File: config.mk
export PLATFORM = sky130hd
export DESIGN_NAME = ecam_div
export DESIGN_NICKNAME = d
export VERILOG_FILES = /design/src/design/euler_fly_camera_update_unit_defines.svh /design/src/design/ecam_div.sv
export SDC_FILE = /design/constraint.sdc
export NUM_CORES = 1
export LEC_CHECK = 0
export BUFFER_PORTS_ARGS = -buffer_cell sky130_fd_sc_hd__buf_2
export CORE_UTILIZATION = 40
export DETAILED_ROUTE_END_ITERATION = 10
export HOLD_SLACK_MARGIN = 0.03
export MAX_ROUTING_LAYER = met4
export SYNTH_ARGS = -nofsm -noshare
export SYNTH_HDL_FRONTEND = slang
export SYNTH_SLANG_ARGS = --single-unit
File: constraint.sdc
create_clock -name clk -period 12.8 [get_ports clk]
set_input_delay 1.28 -clock clk [delete_from_list [all_inputs] [get_ports clk]]
set_output_delay 1.28 -clock clk [all_outputs]
set_load 0.02 [all_outputs]
File: src/design/euler_fly_camera_update_unit_defines.svh
// Assertion macros shared by the camera update unit.
`ifndef EULER_FLY_CAMERA_UPDATE_UNIT_DEFINES_SVH
`define EULER_FLY_CAMERA_UPDATE_UNIT_DEFINES_SVH

// Same-cycle implication, sampled on clk, idle while arst_n is low.
`define ECAM_ASSERT_NOW(lbl, ante, cons) \
	lbl: assert property (@(posedge clk) disable iff (!arst_n) (ante) |-> (cons)) \
		else $error("camera unit check failed");

// Next-cycle implication, sampled on clk, idle while arst_n is low.
`define ECAM_ASSERT_NEXT(lbl, ante, cons) \
	lbl: assert property (@(posedge clk) disable iff (!arst_n) (ante) |=> (cons)) \
		else $error("camera unit check failed");

`endif

File: src/design/ecam_div.sv
// Restoring divider giving a 15-bit quotient, one bit a cycle.
module ecam_div (
	input  logic        clk,
	input  logic        arst_n,
	input  logic        start,
	input  logic [45:0] num,
	input  logic [31:0] den,
	output logic        done,
	output logic [14:0] quo
);
	logic        run_q;
	logic        done_q;
	logic [3:0]  s_q;
	logic [45:0] rem_q;
	logic [31:0] den_q;
	logic [14:0] q_q;
	logic [45:0] trial;

	assign trial = 46'(den_q) << s_q;

	always_ff @(posedge clk or negedge arst_n) begin
		if (!arst_n) begin
			run_q  <= 1'b0;
			done_q <= 1'b0;
			s_q    <= '0;
		end else begin
			done_q <= 1'b0;
			if (start) begin
				run_q <= 1'b1;
				s_q   <= 4'd14;
			end else if (run_q) begin
				if (s_q == 4'd0) begin
					run_q  <= 1'b0;
					done_q <= 1'b1;
				end else begin
					s_q <= s_q - 1'b1;
				end
			end
		end
	end

	// Subtract the shifted divisor where it fits
	always_ff @(posedge clk) begin
		if (start) begin
			rem_q <= num;
			den_q <= den;
			q_q   <= '0;
		end else if (run_q) begin
			if (rem_q >= trial) begin
				rem_q     <= rem_q - trial;
				q_q[s_q]  <= 1'b1;
			end
		end
	end

	assign quo  = q_q;
	assign done = done_q;

endmodule

==> impl_metrics.yaml <==
final_layout:
  nets: 1063
  insertedDiodeCount: 0
  final_cell_area_sq_um: 8940
  fillers: 1969
  area_growth_pct: 12.1
  drive_gt1_frac: 0.196
  seq_area_sq_um: 2790
  multi_input_area_sq_um: 4890
die:
  die_h_um: 143
  io_pins: 97
  fp.dieArea_sq_um: 20500
  die_w_um: 143
  start_util: 0.408
  fp-row-count: 51
  core_sq_um: 19500
clocking:
  insertion_delay_ps: 360
  clk_pin_slew_worst_paths_ps: 80
  post_cts_resized: 0
  clockBufferDepth: 2
  cts_tree: "built"
  cts_max_level: 3
  post_cts_buffers: 0
  cts_buffers: 9
  clock-root-buffer: "clkbuf_16"
  numClockSinks: 99
  ctsHoldBuffers: 0
drt:
  final_antenna_net_count: 0
  drc: 0
  num_vias: 6688
  wl_um: 21200
  drt-initial-drc-count: 460
  first_pass_iters: 5
  wire_per_inst_um: 17.6
  vias_per_cell: 5.57
pwr:
  vdd_drop_max_v: 0.0000860
  powerDensity_nw_per_um2: 243
  leakage_nw: 3.70
synth:
  synth.most_common_cell: "nand2_1"
  synth_cell_types: 75
  synthesis.nets: 998
  synth_top_area_share: 0.294
  ys_seq_elements: 99
  yosys_warnings: 0
  synth_ff_type: "edfxtp_1"
  ys_async_sr_fraction: 0.0606
  synth_edf_count: 78
  ys_seq_area_frac: 0.350
  netlist_top_cells_count: "117 x nand2_1, 78 x edfxtp_1, 66 x a21oi_1"
  syn_avg_cell_area_sq_um: 9.21
  yosysTopAreaCell: "edfxtp_1"
  synthCells: 866
  ys_top_cells_by_area: "edfxtp_1 29%, ha_1 7.8%, nand2_1 5.5%"
  syn_area_sq_um: 7980
timing:
  fin_skew_ps: 8.17
  rsz0062_at_grt: "false"
  hold-worst-slack_ps: 463
  finalSetupTns_ps: 0
  hold_violations: 0
  min_period_ps: 4770
  setup_viol: 0
  period_share: 0.373
  worstMarginPinSlew_ps: 708
  fmax_mhz: 210
  relSlewSlack: 0.528
  slew_viol_final: 0
place:
  placed_area_sq_um: 8640
  dp_hpwl_um: 16400
  numPortBuffers: 96
  gp_congestion: 0.890
global_routing:
  grt_pass1_wl_um: 33700
  grt_max_degree: 72
  track_usage: 0.221
  grt-ovfl-total: 0
  grt_pass1_vias: 6225
  antenna_found_initial: 0
critical_path:
  crit_fanout: 46
  cp.required_ps: 12800
  crit_arrival_ps: 4770
  startpoint_type: "register"
  worstSetupEndpointType: "register"
  path_class: "register to register"
min_path:
  min_path_type: "register to register"
run:
  drv_cap: 0
run_status:
  outcome: "finished, final reports clean"
cell usage in the layout, fill, tap and decap left out, types with 5 or more instances in the layout:
| cell | n |
|---|---|
| and2_1 | 8 |
| o21ai_0 | 64 |
| nor4_1 | 5 |
| edfxtp_1 | 78 |
| nand3_1 | 17 |
| xor2_1 | 18 |
| dfrtp_1 | 6 |
| a211oi_1 | 9 |
| xnor2_1 | 19 |
| buf_4 | 8 |
| o21a_1 | 5 |
| dfxtp_1 | 15 |
| o211ai_1 | 7 |
| o2bb2ai_1 | 12 |
| a21oi_1 | 66 |
| o21ai_1 | 22 |
| nor2_1 | 64 |
| or2_2 | 7 |
| nand2b_1 | 5 |
| a31oi_1 | 6 |
| a21o_1 | 18 |
| mux2_2 | 17 |
| and3_1 | 10 |
| o21bai_1 | 10 |
| buf_2 | 95 |
| mux2i_1 | 29 |
| clkbuf_16 | 9 |
| mux4_2 | 17 |
| nand2_1 | 116 |
| nor3_1 | 11 |
| ha_1 | 50 |
| inv_1 | 21 |
| nor2b_1 | 6 |
| nand4_1 | 13 |
through the flow:
| stage | instances | util | setup slack, ps | total power (W) |
|---|---|---|---|---|
| final | 1201 | 0.458 | 8030 | 0.00217 |
| after global routing | 1201 | 0.458 | 7730 | 0.00234 |
| after CTS | 1201 | 0.458 | 8040 | 0.00217 |
| after detailed placement | 1185 | 0.443 | 8060 | 0.00187 |
| after global placement | 1185 | 0.443 | 8090 | 0.00188 |
| after floorplan | 866 | - | 7980 | 0.00156 |
power by group:
| group | switching (W) | leakage, nW | internal, W |
|---|---|---|---|
| combinational | 0.000837 | 2.58 | 0.000521 |
| clock | 0.000144 | 0.150 | 0.000140 |
| sequential | 0.0000484 | 0.976 | 0.000483 |
cell type report:
class                      instances  area share
tap                              265      0.0371
sequential                        99       0.312
timing repair buffer             103      0.0599
clock inverter                     7     0.00881
clock buffer                       9      0.0252
multi-input combinational        695       0.547
inverter                          23     0.00965
worst max-delay path: stages, from the launching register on:
cell	delay, ps
dfrtp_1	330
buf_4	410
mux2i_1	170
a21oi_1	380
mux2i_1	160
or2_2	310
ha_1	500
nand4_1	270
a211oi_2	360
o311ai_1	150
nand3_1	220
o2111ai_1	180
nand3_2	200
nand2_1	90
nand2_2	70
buf_4	500
sequential cells by signal, summed over array words and instances, names as in the netlist:
name,flops
s_q,4
quo,15
done,1
den_q,32
rem_q,46
run_q,1
cell families after synthesis:
family                   synth area share
AO/OA/AOI/OAI                       0.224
XOR/XNOR                           0.0406
adder cells (fa/ha/maj)            0.0809
buffers and inverters              0.0366
flip-flops                          0.350
multiplexers                        0.111
AND/OR/NAND/NOR                     0.157
final timing paths:
check,start,to,slack (ps),depth (start not counted)
max reg2reg,s_q[1],rem_q[2],8030,15
max in group asynchronous,arst_n,s_q[0],11910,1
max,s_q[1],rem_q[2],8030,15
min reg2reg,quo[2],quo[2],460,1
min,quo[2],quo[2],460,1
min in group asynchronous,arst_n,s_q[2],730,1
per-layer routing:
| layer | up-vias | routed length [um] | track usage | part of all wire |
|---|---|---|---|---|
| met5 | - | 0 | - | 0 |
| met4 | 0 | 227 | 0.0521 | 0.011 |
| met3 | 12 | 1080 | 0.0329 | 0.051 |
| met2 | 173 | 9060 | 0.319 | 0.43 |
| met1 | 3131 | 10800 | 0.322 | 0.51 |
| li1 | 3372 | - | - | - |
(Power assumes the default switching activity.)
