==> config.mk <==
export PLATFORM = sky130hd
export DESIGN_NAME = ecam_cordic
export DESIGN_NICKNAME = d
export VERILOG_FILES = /design/src/design/euler_fly_camera_update_unit_defines.svh /design/src/design/ecam_pkg.sv /design/src/design/ecam_cordic.sv
export SDC_FILE = /design/constraint.sdc
export NUM_CORES = 1
export LEC_CHECK = 0
export ABC_AREA = 1
export BUFFER_PORTS_ARGS = -buffer_cell sky130_fd_sc_hd__buf_2
export CAP_MARGIN = 30
export CORE_MARGIN = 2
export CORE_UTILIZATION = 55
export DETAILED_ROUTE_END_ITERATION = 8
export HOLD_SLACK_MARGIN = 0.03
export PLACE_DENSITY_LB_ADDON = 0.1
export RECOVER_POWER = 100
export SETUP_SLACK_MARGIN = 0.1
export SYNTH_ARGS = -nofsm -noshare
export SYNTH_HDL_FRONTEND = slang
export SYNTH_SLANG_ARGS = --single-unit
==> constraint.sdc <==
create_clock -name clk -period 4.72 [get_ports clk]
set_input_delay 0 -clock clk [delete_from_list [all_inputs] [get_ports clk]]
set_output_delay 0 -clock clk [all_outputs]
set_load 0.05 [all_outputs]
==> src/design/euler_fly_camera_update_unit_defines.svh <==
// Assertion macros shared by the camera update unit.
`ifndef EULER_FLY_CAMERA_UPDATE_UNIT_DEFINES_SVH
`define EULER_FLY_CAMERA_UPDATE_UNIT_DEFINES_SVH

// Same-cycle implication, sampled on clk, idle while arst_n is low.
`define ECAM_ASSERT_NOW(lbl, ante, cons) \
	lbl: assert property (@(posedge clk) disable iff (!arst_n) (ante) |-> (cons)) \
		else $error("camera unit check failed");

// Next-cycle implication, sampled on clk, idle while arst_n is low.
`define ECAM_ASSERT_NEXT(lbl, ante, cons) \
	lbl: assert property (@(posedge clk) disable iff (!arst_n) (ante) |=> (cons)) \
		else $error("camera unit check failed");

`endif

==> src/design/ecam_pkg.sv <==
// Types, codes, constants and the arctangent table of the camera update unit.
package ecam_pkg;

	localparam int CORDIC_STEPS_DEF = 16;
	localparam int CORDIC_STEPS_MAX = 24;

	// Event codes
	localparam logic [2:0] FN_FWD    = 3'd0;
	localparam logic [2:0] FN_BACK   = 3'd1;
	localparam logic [2:0] FN_LEFT   = 3'd2;
	localparam logic [2:0] FN_RIGHT  = 3'd3;
	localparam logic [2:0] FN_PAN    = 3'd4;
	localparam logic [2:0] FN_ZOOM   = 3'd5;
	localparam logic [2:0] FN_POSE   = 3'd6;
	localparam logic [2:0] FN_REPORT = 3'd7;

	// Result kinds
	localparam logic [2:0] KIND_POS   = 3'd0;
	localparam logic [2:0] KIND_FRONT = 3'd1;
	localparam logic [2:0] KIND_RIGHT = 3'd2;
	localparam logic [2:0] KIND_UP    = 3'd3;
	localparam logic [2:0] KIND_YPZ   = 3'd4;

	// Register indexes
	localparam logic [2:0] REG_MAX_SPEED   = 3'd0;
	localparam logic [2:0] REG_SENSITIVITY = 3'd1;
	localparam logic [2:0] REG_WORLD_UP_X  = 3'd2;
	localparam logic [2:0] REG_WORLD_UP_Y  = 3'd3;
	localparam logic [2:0] REG_WORLD_UP_Z  = 3'd4;

	localparam int DEG360      = 46080;
	localparam int DEG180      = 23040;
	localparam int DEG90       = 11520;
	localparam int PITCH_LIM   = 11392;
	localparam int ZOOM_MIN    = 256;
	localparam int ZOOM_MAX    = 11520;
	localparam int CORDIC_GAIN = 652032874;
	localparam int UNIT_Q14    = 16384;

	typedef struct packed {
		logic signed [15:0] x;
		logic signed [15:0] y;
		logic signed [15:0] z;
	} vec3_t;

	// Pick one component of a vector
	function automatic logic signed [15:0] vsel(vec3_t v, logic [1:0] k);
		case (k)
			2'd0: vsel = v.x;
			2'd1: vsel = v.y;
			default: vsel = v.z;
		endcase
	endfunction

	// atan(2^-i) in degrees * 2^16
	function automatic logic [21:0] atan_lut(logic [4:0] i);
		case (i)
			5'd0: atan_lut = 22'd2949120;
			5'd1: atan_lut = 22'd1740967;
			5'd2: atan_lut = 22'd919879;
			5'd3: atan_lut = 22'd466945;
			5'd4: atan_lut = 22'd234379;
			5'd5: atan_lut = 22'd117304;
			5'd6: atan_lut = 22'd58666;
			5'd7: atan_lut = 22'd29335;
			5'd8: atan_lut = 22'd14668;
			5'd9: atan_lut = 22'd7334;
			5'd10: atan_lut = 22'd3667;
			5'd11: atan_lut = 22'd1833;
			5'd12: atan_lut = 22'd917;
			5'd13: atan_lut = 22'd458;
			5'd14: atan_lut = 22'd229;
			5'd15: atan_lut = 22'd115;
			5'd16: atan_lut = 22'd57;
			5'd17: atan_lut = 22'd29;
			5'd18: atan_lut = 22'd14;
			5'd19: atan_lut = 22'd7;
			5'd20: atan_lut = 22'd4;
			5'd21: atan_lut = 22'd2;
			5'd22: atan_lut = 22'd1;
			default: atan_lut = 22'd0;
		endcase
	endfunction

endpackage

==> src/design/ecam_cordic.sv <==
// Iterative CORDIC giving cosine and sine of a Q9.7 degree angle in Q1.30.
module ecam_cordic #(
	parameter int STEPS = ecam_pkg::CORDIC_STEPS_DEF
) (
	input  logic                clk,
	input  logic                arst_n,
	input  logic                start,
	input  logic signed [15:0]  angle,
	output logic                done,
	output logic signed [31:0]  cos_val,
	output logic signed [31:0]  sin_val
);
	import ecam_pkg::*;

	localparam int IW = $clog2(STEPS);

	logic              run_q;
	logic              done_q;
	logic              neg_q;
	logic [IW-1:0]     i_q;
	logic signed [33:0] x_q;
	logic signed [33:0] y_q;
	logic signed [25:0] z_q;

	logic signed [16:0] a_in;
	logic signed [16:0] a_wr;
	logic signed [16:0] a_rd;
	logic               a_neg;
	logic signed [25:0] at_s;
	logic signed [33:0] x_neg;
	logic signed [33:0] y_neg;

	// Wrap into one turn, then fold into the right half plane
	always_comb begin
		a_in = 17'(angle);
		a_wr = a_in;
		if (a_in >= 17'sd23040) begin
			a_wr = a_in - 17'sd46080;
		end else if (a_in < -17'sd23040) begin
			a_wr = a_in + 17'sd46080;
		end
		a_rd  = a_wr;
		a_neg = 1'b0;
		if (a_wr > 17'sd11520) begin
			a_rd  = a_wr - 17'sd23040;
			a_neg = 1'b1;
		end else if (a_wr < -17'sd11520) begin
			a_rd  = a_wr + 17'sd23040;
			a_neg = 1'b1;
		end
		at_s = $signed({4'b0000, atan_lut(5'(i_q))});
	end

	// Rotate one step a cycle
	always_ff @(posedge clk or negedge arst_n) begin
		if (!arst_n) begin
			run_q  <= 1'b0;
			done_q <= 1'b0;
			i_q    <= '0;
		end else begin
			done_q <= 1'b0;
			if (start) begin
				run_q <= 1'b1;
				i_q   <= '0;
			end else if (run_q) begin
				if (i_q == IW'(STEPS - 1)) begin
					run_q  <= 1'b0;
					done_q <= 1'b1;
				end else begin
					i_q <= i_q + 1'b1;
				end
			end
		end
	end

	always_ff @(posedge clk) begin
		if (start) begin
			x_q   <= 34'sd652032874;
			y_q   <= '0;
			z_q   <= 26'(a_rd) <<< 9;
			neg_q <= a_neg;
		end else if (run_q) begin
			if (z_q >= 0) begin
				x_q <= x_q - (y_q >>> i_q);
				y_q <= y_q + (x_q >>> i_q);
				z_q <= z_q - at_s;
			end else begin
				x_q <= x_q + (y_q >>> i_q);
				y_q <= y_q - (x_q >>> i_q);
				z_q <= z_q + at_s;
			end
		end
	end

	assign x_neg   = neg_q ? -x_q : x_q;
	assign y_neg   = neg_q ? -y_q : y_q;
	assign cos_val = x_neg[31:0];
	assign sin_val = y_neg[31:0];
	assign done    = done_q;

endmodule

==> impl_metrics.py, run 1 <==
metrics = {
    "drt": {
        "post-route-drc-count": 0,
        "drtIter0Drc": 1773,
        "wl_per_cell_um": 18.4,
        "wl_um": 59500,
        "final_antenna_net_count": 0,
        "vias": 19166,
        "viasPerCell": 5.93,
        "firstDrtPassIters": 6,
    },
    "final_layout": {
        "antenna_cells": 0,
        "fill_cells": 2786,
        "register_area_sq_um": 2240,
        "layout_common_cells": "nand2_1 (659), nand3_1 (342), inv_1 (290)",
        "layout-drive-gt1-share": 0.131,
        "multi_input_area_sq_um": 12700,
        "layout.cells.most_common": "nand2_1",
        "fin_nets": 2977,
        "syn_to_final_growth_pct": 17.2,
    },
    "sta": {
        "fin_skew_ns": 0.0125,
        "setup_viol": 0,
        "tightest_slew_ns": 2.24,
        "max_freq_ghz": 0.217,
        "min_period_ns": 4.60,
        "relSlewSlack": -0.490,
        "finalHoldViolCount": 0,
        "finalCritPeriodShare": 0.974,
        "rsz0062_at_grt": "yes",
        "drv_slew": 143,
        "hold_ws_ns": 0.0972,
    },
    "floorplanning": {
        "die_area_sq_um": 30100,
        "io-pin-count": 84,
        "die_h_um": 173,
        "die_x_um": 173,
        "rows": 62,
        "core_area_sq_um": 28500,
        "start_util": 0.555,
    },
    "cts": {
        "cts_buffers": 9,
        "cts_tree": "built",
        "cts_sinks": 101,
        "clk_latency_ns": 0.40,
        "path_clk_slew_ns": 0.09,
        "cts_max_level": 3,
        "clockBufferDepth": 2,
        "cts_root_buf": "clkbuf_16",
    },
    "logic_synthesis": {
        "synth_area_per_cell_sq_um": 5.82,
        "synth_area_sq_um": 15800,
        "async_flop_share": 0.0594,
        "syn-num-nets": 2847,
        "synthTopCellsByArea": "nand2_1 (16%), nand3_1 (12%), dfxtp_1 (9.8%), ha_1 (9.0%), xor2_1 (8.2%)",
        "ys_types": 58,
        "netlist_instances": 2712,
        "ys_ff_latch": 101,
        "synth-edff-count": 18,
        "yosysWarnings": 0,
        "synth_top_area_cell": "nand2_1",
        "synth_ff_type": "dfxtp_1",
        "seq_area_frac_synth": 0.141,
        "yosysTopAreaCellShare": 0.164,
    },
    "grt": {
        "grt_use_total": 0.376,
        "grt_pass1_vias": 17563,
        "antenna_found_initial": 0,
        "grt_pass1_wl_um": 90900,
        "grt_max_degree": 63,
        "grt_remaining_overflow": 0,
    },
    "placed_design": {
        "port_buffers": 83,
        "gp_congestion": 1.01,
        "dp_hpwl_um": 45300,
    },
    "run_status": {
        "status": "finished, violations left",
        "violations": "max-capacitance violations, max-slew violations",
    },
    "setup_path": {
        "crit_arrival_ns": 4.87,
        "worstSetupPathType": "flip-flop to flip-flop",
        "endpoint_kind": "flip-flop",
        "critPathLaunchType": "flip-flop",
        "worstPathRequired_ns": 4.99,
        "r2r_cells": 24,
        "cp_max_fo": 21,
    },
    "min_path": {
        "hold_depth": 4,
        "hp-class": "primary input to flip-flop",
    },
    "run": {
        "maxCapViolations": 4,
    },
}
-- timing repair --
item	4_1_cts	5_1_grt
buffers inserted	0	28
hold buffers	11	0
endpoints found under the setup margin	10	41
pin swaps	2	57
cloned	1	3
hold endpoints to repair	15	0
resized for setup	13	207
-- worst paths after layout --
kind	startpoint	end	slack, ns
min reg2reg	z_q[6]	z_q[6]	0.48
max in group asynchronous	arst_n	i_q[2]	3.81
max reg2reg	i_q[0]	x_q[31]	0.12
min in group asynchronous	arst_n	i_q[0]	0.61
max	i_q[0]	x_q[31]	0.12
min	angle[9]	z_q[18]	0.1
-- metal layers --
layer  share of wire  track usage
met3           0.076       0.0621
met4           0.049        0.164
met5               0            0
met2            0.46        0.624
met1            0.42        0.481
-- sequential cells by signal, indices dropped and copies added, names as in the netlist --
| name | flops |
|---|---|
| x_q | 34 |
| y_q | 34 |
| z_q | 26 |
| i_q | 4 |
| done | 1 |
| neg_q | 1 |
| run_q | 1 |
-- cell usage after synthesis, types with 16 or more instances --
| library cell | n |
|---|---|
| o21ai_1 | 22 |
| xnor2_1 | 43 |
| buf_1 | 17 |
| edfxtp_1 | 18 |
| buf_2 | 27 |
| a31oi_1 | 25 |
| nand2_1 | 690 |
| nor2_1 | 251 |
| o22ai_1 | 33 |
| nand4_1 | 27 |
| nand3_1 | 364 |
| a21oi_1 | 157 |
| inv_1 | 295 |
| xor2_1 | 147 |
| dfxtp_1 | 77 |
| ha_1 | 113 |
| nor3_1 | 38 |
| clkbuf_1 | 43 |
| o21ai_0 | 149 |
| inv_2 | 16 |
-- stage by stage --
step / util / instance area (sq um) / TNS, ns / cells / setup slack, ns
4_1_cts: 0.615 / 17500 / 0 / 3200 / 0.0179
5_1_grt: 0.650 / 18500 / -0.206 / 3231 / -0.0636
2_1_floorplan: - / 15800 / 0 / 2712 / 0.334
3_5_place_dp: 0.598 / 17000 / -0.206 / 3172 / -0.122
3_3_place_gp: 0.598 / 17000 / -0.149 / 3172 / -0.0940
6_report: 0.650 / 18500 / 0 / 3231 / 0.122
-- cell type report --
cell class	instances	area share
Timing Repair Buffer	221	0.0859
Multi-Input combinational cell	2195	0.687
Clock buffer	9	0.0122
Clock inverter	7	0.00399
Sequential cell	101	0.121
Tap cell	384	0.0260
Inverter	314	0.0642
-- critical path, cell delays in order, from the launching register on --
cell	delay [ns]
dfrtp_2	0.47
buf_8	0.18
nand2_1	0.07
o21ai_0	0.10
or2_1	0.28
nand3_1	0.10
nand3_2	0.12
inv_2	0.07
ha_1	0.14
inv_1	0.07
nor3_4	0.22
nor2_1	0.08
xnor2_1	0.29
ha_1	0.35
nand2_1	0.13
nor2_1	0.06
o21ai_0	0.55
a21oi_2	0.15
nor2_1	0.16
nand2_2	0.11
a21oi_2	0.24
o21ai_4	0.09
a21boi_2	0.17
xor2_1	0.18
o21ai_0	0.10
-- kinds of logic after synthesis --
logic type | share of synthesized area
AOI/OAI and AO/OA | 0.168
xor gates and xnor gates | 0.105
adders and majority gates | 0.0933
buffers and inverters | 0.106
DFF | 0.141
muxes | 0.000634
and+or+nand+nor | 0.385
Power of run 1 is not shown: default switching activity piles up to over one toggle a cycle in this logic, so the estimate is an artifact.
==> run 2: changes to the inputs <==
--- a/config.mk
+++ b/config.mk
@@ -5,12 +5,12 @@
 export SDC_FILE = /design/constraint.sdc
 export NUM_CORES = 1
 export LEC_CHECK = 0
-export ABC_AREA = 1
 export BUFFER_PORTS_ARGS = -buffer_cell sky130_fd_sc_hd__buf_2
-export CAP_MARGIN = 30
+export CAP_MARGIN = 10
 export CORE_MARGIN = 2
 export CORE_UTILIZATION = 55
 export DETAILED_ROUTE_END_ITERATION = 8
+export GPL_ROUTABILITY_DRIVEN = 1
 export HOLD_SLACK_MARGIN = 0.03
 export PLACE_DENSITY_LB_ADDON = 0.1
 export RECOVER_POWER = 100
==> run 2 against run 1 <==
Net effect:
- the flow finishes with violations (negative setup slack)
- synthesized area up 0.71%
- sequential share of layout area fell by 2.3 points
- fmax shrank 14%
- critical endpoint is now y_q[33]
==> impl_metrics.py, run 2 <==
metrics = {
    "run_status": {
        "status": "finished, violations left",
        "violations": "negative setup slack",
    },
    "sta": {
        "rsz0062_at_grt": "yes",
        "setup_slack_ns": -0.657,
        "max_freq_ghz": 0.186,
        "finalHoldViolCount": 0,
        "finalCritPeriodShare": 1.14,
        "tns_ns": -13.94,
        "drv_slew": 0,
        "tightest_slew_ns": 1.05,
        "min_period_ns": 5.38,
        "setup_viol": 50,
        "fin_skew_ns": 0.0219,
        "relSlewSlack": 0.296,
    },
    "cts": {
        "cts_max_level": 3,
        "cts_buffers": 9,
        "path_clk_slew_ns": 0.10,
        "clockBufferDepth": 2,
        "cts_sinks": 101,
        "cts_root_buf": "clkbuf_16",
        "clk_latency_ns": 0.39,
        "cts_tree": "built",
    },
    "setup_path": {
        "slowest_delay_ns": 0.52,
        "cp_slowest_cell": "dfrtp_4",
        "cp_cell_sequence": "buf_12, buf_8, mux4_2, mux4_2, or2_1, and4b_1, nor2b_4, nand4_1, or3_4, o21ai_2, xor2_1, ha_1, a21oi_2, nor2_2, nor2_1, nand3_1, a21oi_2, o31ai_2, o41ai_2, xor2_1, a21oi_1, a31o_1",
        "startpoint": "i_q[0]",
        "critPathLaunchType": "flip-flop",
        "crit_arrival_ns": 5.66,
        "r2r_cells": 22,
        "worstSetupPathType": "flip-flop to flip-flop",
        "crit_family": "simple AND/OR/NAND/NOR gates",
        "endpoint_kind": "flip-flop",
        "path_buf_inv": 2,
        "worstPathRequired_ns": 5.00,
        "crit_cells": 22,
        "reg2reg_to": "y_q[33]",
        "endpoint": "y_q[33]",
        "ff2ff_setup_slack_ns": -0.66,
        "cp_max_fo": 5,
        "reg2reg_from": "i_q[0]",
    },
    "logic_synthesis": {
        "synthTopCellsByArea": "dfxtp_1 (9.7%), xnor2_1 (9.5%), ha_1 (8.9%), mux4_2 (7.5%), o21ai_0 (5.5%)",
        "ys_types": 94,
        "synth_ff_type": "dfxtp_1",
        "syn-num-nets": 2159,
        "async_flop_share": 0.0594,
        "yosysWarnings": 0,
        "yosysTopAreaCellShare": 0.0969,
        "synth_area_sq_um": 15900,
        "synth-edff-count": 18,
        "synth_top_area_cell": "dfxtp_1",
        "synth_area_per_cell_sq_um": 7.86,
        "seq_area_frac_synth": 0.140,
        "ys_ff_latch": 101,
        "yosysMostFrequentCell": "nand2_1",
        "netlist_instances": 2024,
        "synth_common_cells": "nand2_1 (213), o21ai_0 (174), xnor2_1 (172), nor2_1 (171), a21oi_1 (119)",
    },
    "grt": {
        "grt_use_total": 0.387,
        "grt_pass1_vias": 18016,
        "grt_pass1_wl_um": 94100,
        "grt_remaining_overflow": 0,
        "grt_max_degree": 59,
        "antenna_found_initial": 1,
    },
    "drt": {
        "firstDrtPassIters": 6,
        "vias": 18817,
        "final_antenna_net_count": 0,
        "wl_um": 61900,
        "viasPerCell": 6.28,
        "wl_per_cell_um": 20.7,
        "post-route-drc-count": 0,
        "drtIter0Drc": 1796,
    },
    "floorplanning": {
        "io-pin-count": 84,
        "die_area_sq_um": 30300,
        "die_x_um": 174,
        "die_h_um": 174,
        "rows": 62,
        "core_area_sq_um": 28600,
        "start_util": 0.556,
    },
    "final_layout": {
        "design_area_sq_um": 23000,
        "layout.cells.most_common": "buf_4",
        "antenna_cells": 0,
        "reg_top3": "x_q x34, y_q x34, z_q x26",
        "multi_input_area_sq_um": 14200,
        "layout_common_cells": "buf_4 (594), nand2_1 (203), nor2_1 (159)",
        "register_area_sq_um": 2250,
        "layout-drive-gt1-share": 0.409,
        "fin_nets": 2744,
        "syn_to_final_growth_pct": 44.9,
        "fill_cells": 1894,
    },
    "placed_design": {
        "gp_congestion": 0.963,
        "placed_cell_area_sq_um": 20600,
        "dp_hpwl_um": 43900,
        "port_buffers": 83,
    },
    "run": {
        "maxCapViolations": 0,
    },
    "min_path": {
        "min_from": "angle[9]",
        "hp-class": "primary input to flip-flop",
    },
}
run 2: cell types whose count changed after synthesis, moves of 66 or more:
cell,change
nand2_1,-477
nand3_1,-328
inv_1,-225
xnor2_1,+129
xor2_1,-88
nor2_1,-80
mux2i_1,+66
run 2: worst register-to-register path, stage by stage, from the launching register on:
cell	delay, ns
dfrtp_4	0.52
buf_12	0.15
buf_8	0.13
mux4_2	0.43
mux4_2	0.51
or2_1	0.25
and4b_1	0.30
nor2b_4	0.19
nand4_1	0.24
or3_4	0.42
o21ai_2	0.15
xor2_1	0.16
ha_1	0.27
a21oi_2	0.19
nor2_2	0.06
nor2_1	0.13
nand3_1	0.13
a21oi_2	0.17
o31ai_2	0.10
o41ai_2	0.24
xor2_1	0.22
a21oi_1	0.09
a31o_1	0.22
run 2: how the worst min path moves through the flow:
stage	cells after the start	end	slack, ns
after CTS	3	z_q[18]	0.16
final	3	z_q[18]	0.15
after floorplan	0	done	-0.30
after detailed placement	1	done	-0.16
after global placement	1	done	-0.16
after global routing	3	z_q[18]	0.20
run 2: cell type report:
cell class | instances | share of cell area
timing repair buffer | 725 | 0.239
multi-input combinational | 1700 | 0.616
clock buffer | 9 | 0.00977
clock inverter | 7 | 0.00429
tap | 384 | 0.0208
sequential | 101 | 0.0976
inverter | 72 | 0.0124
run 2: metal layers:
metal	track usage	vias up	wire [um]
met5	0	-	0
li1	-	8537	-
met1	0.528	9096	25800
met2	0.623	1008	27900
met3	0.0584	176	5840
met4	0.138	0	2420
run 2: per-stage QoR:
| step | util | hold WS [ns] | worst slack, ns | std cells |
|---|---|---|---|---|
| floorplan | - | -0.296 | -0.404 | 2024 |
| global placement | 0.718 | -0.157 | -0.701 | 2888 |
| detailed placement | 0.718 | -0.158 | -0.747 | 2888 |
| CTS | 0.786 | 0.158 | -0.475 | 2974 |
| global route | 0.805 | 0.204 | -0.838 | 2998 |
| finish | 0.805 | 0.155 | -0.657 | 2998 |
run 2: what timing repair did:
item	CTS	global route
endpoints found under the hold margin	19	0
hold buffers	12	0
gates resized for setup	251	82
pin swaps	172	80
gates cloned	3	0
endpoints found under the setup margin	62	64
buffers inserted	60	24
run 2: kinds of logic (layout without fill, tap and decap cells):
group                      Yosys count  in the layout  synth area share
xor gates and xnor gates           231            231             0.127
AOI/OAI and AO/OA                  580            580             0.236
DFF                                101            101             0.140
buffers and inverters              223            813            0.0594
muxes                              163            163             0.164
adders and majority gates          116            116            0.0927
and+or+nand+nor                    610            610             0.181
Power of run 2 is left out for the same reason.
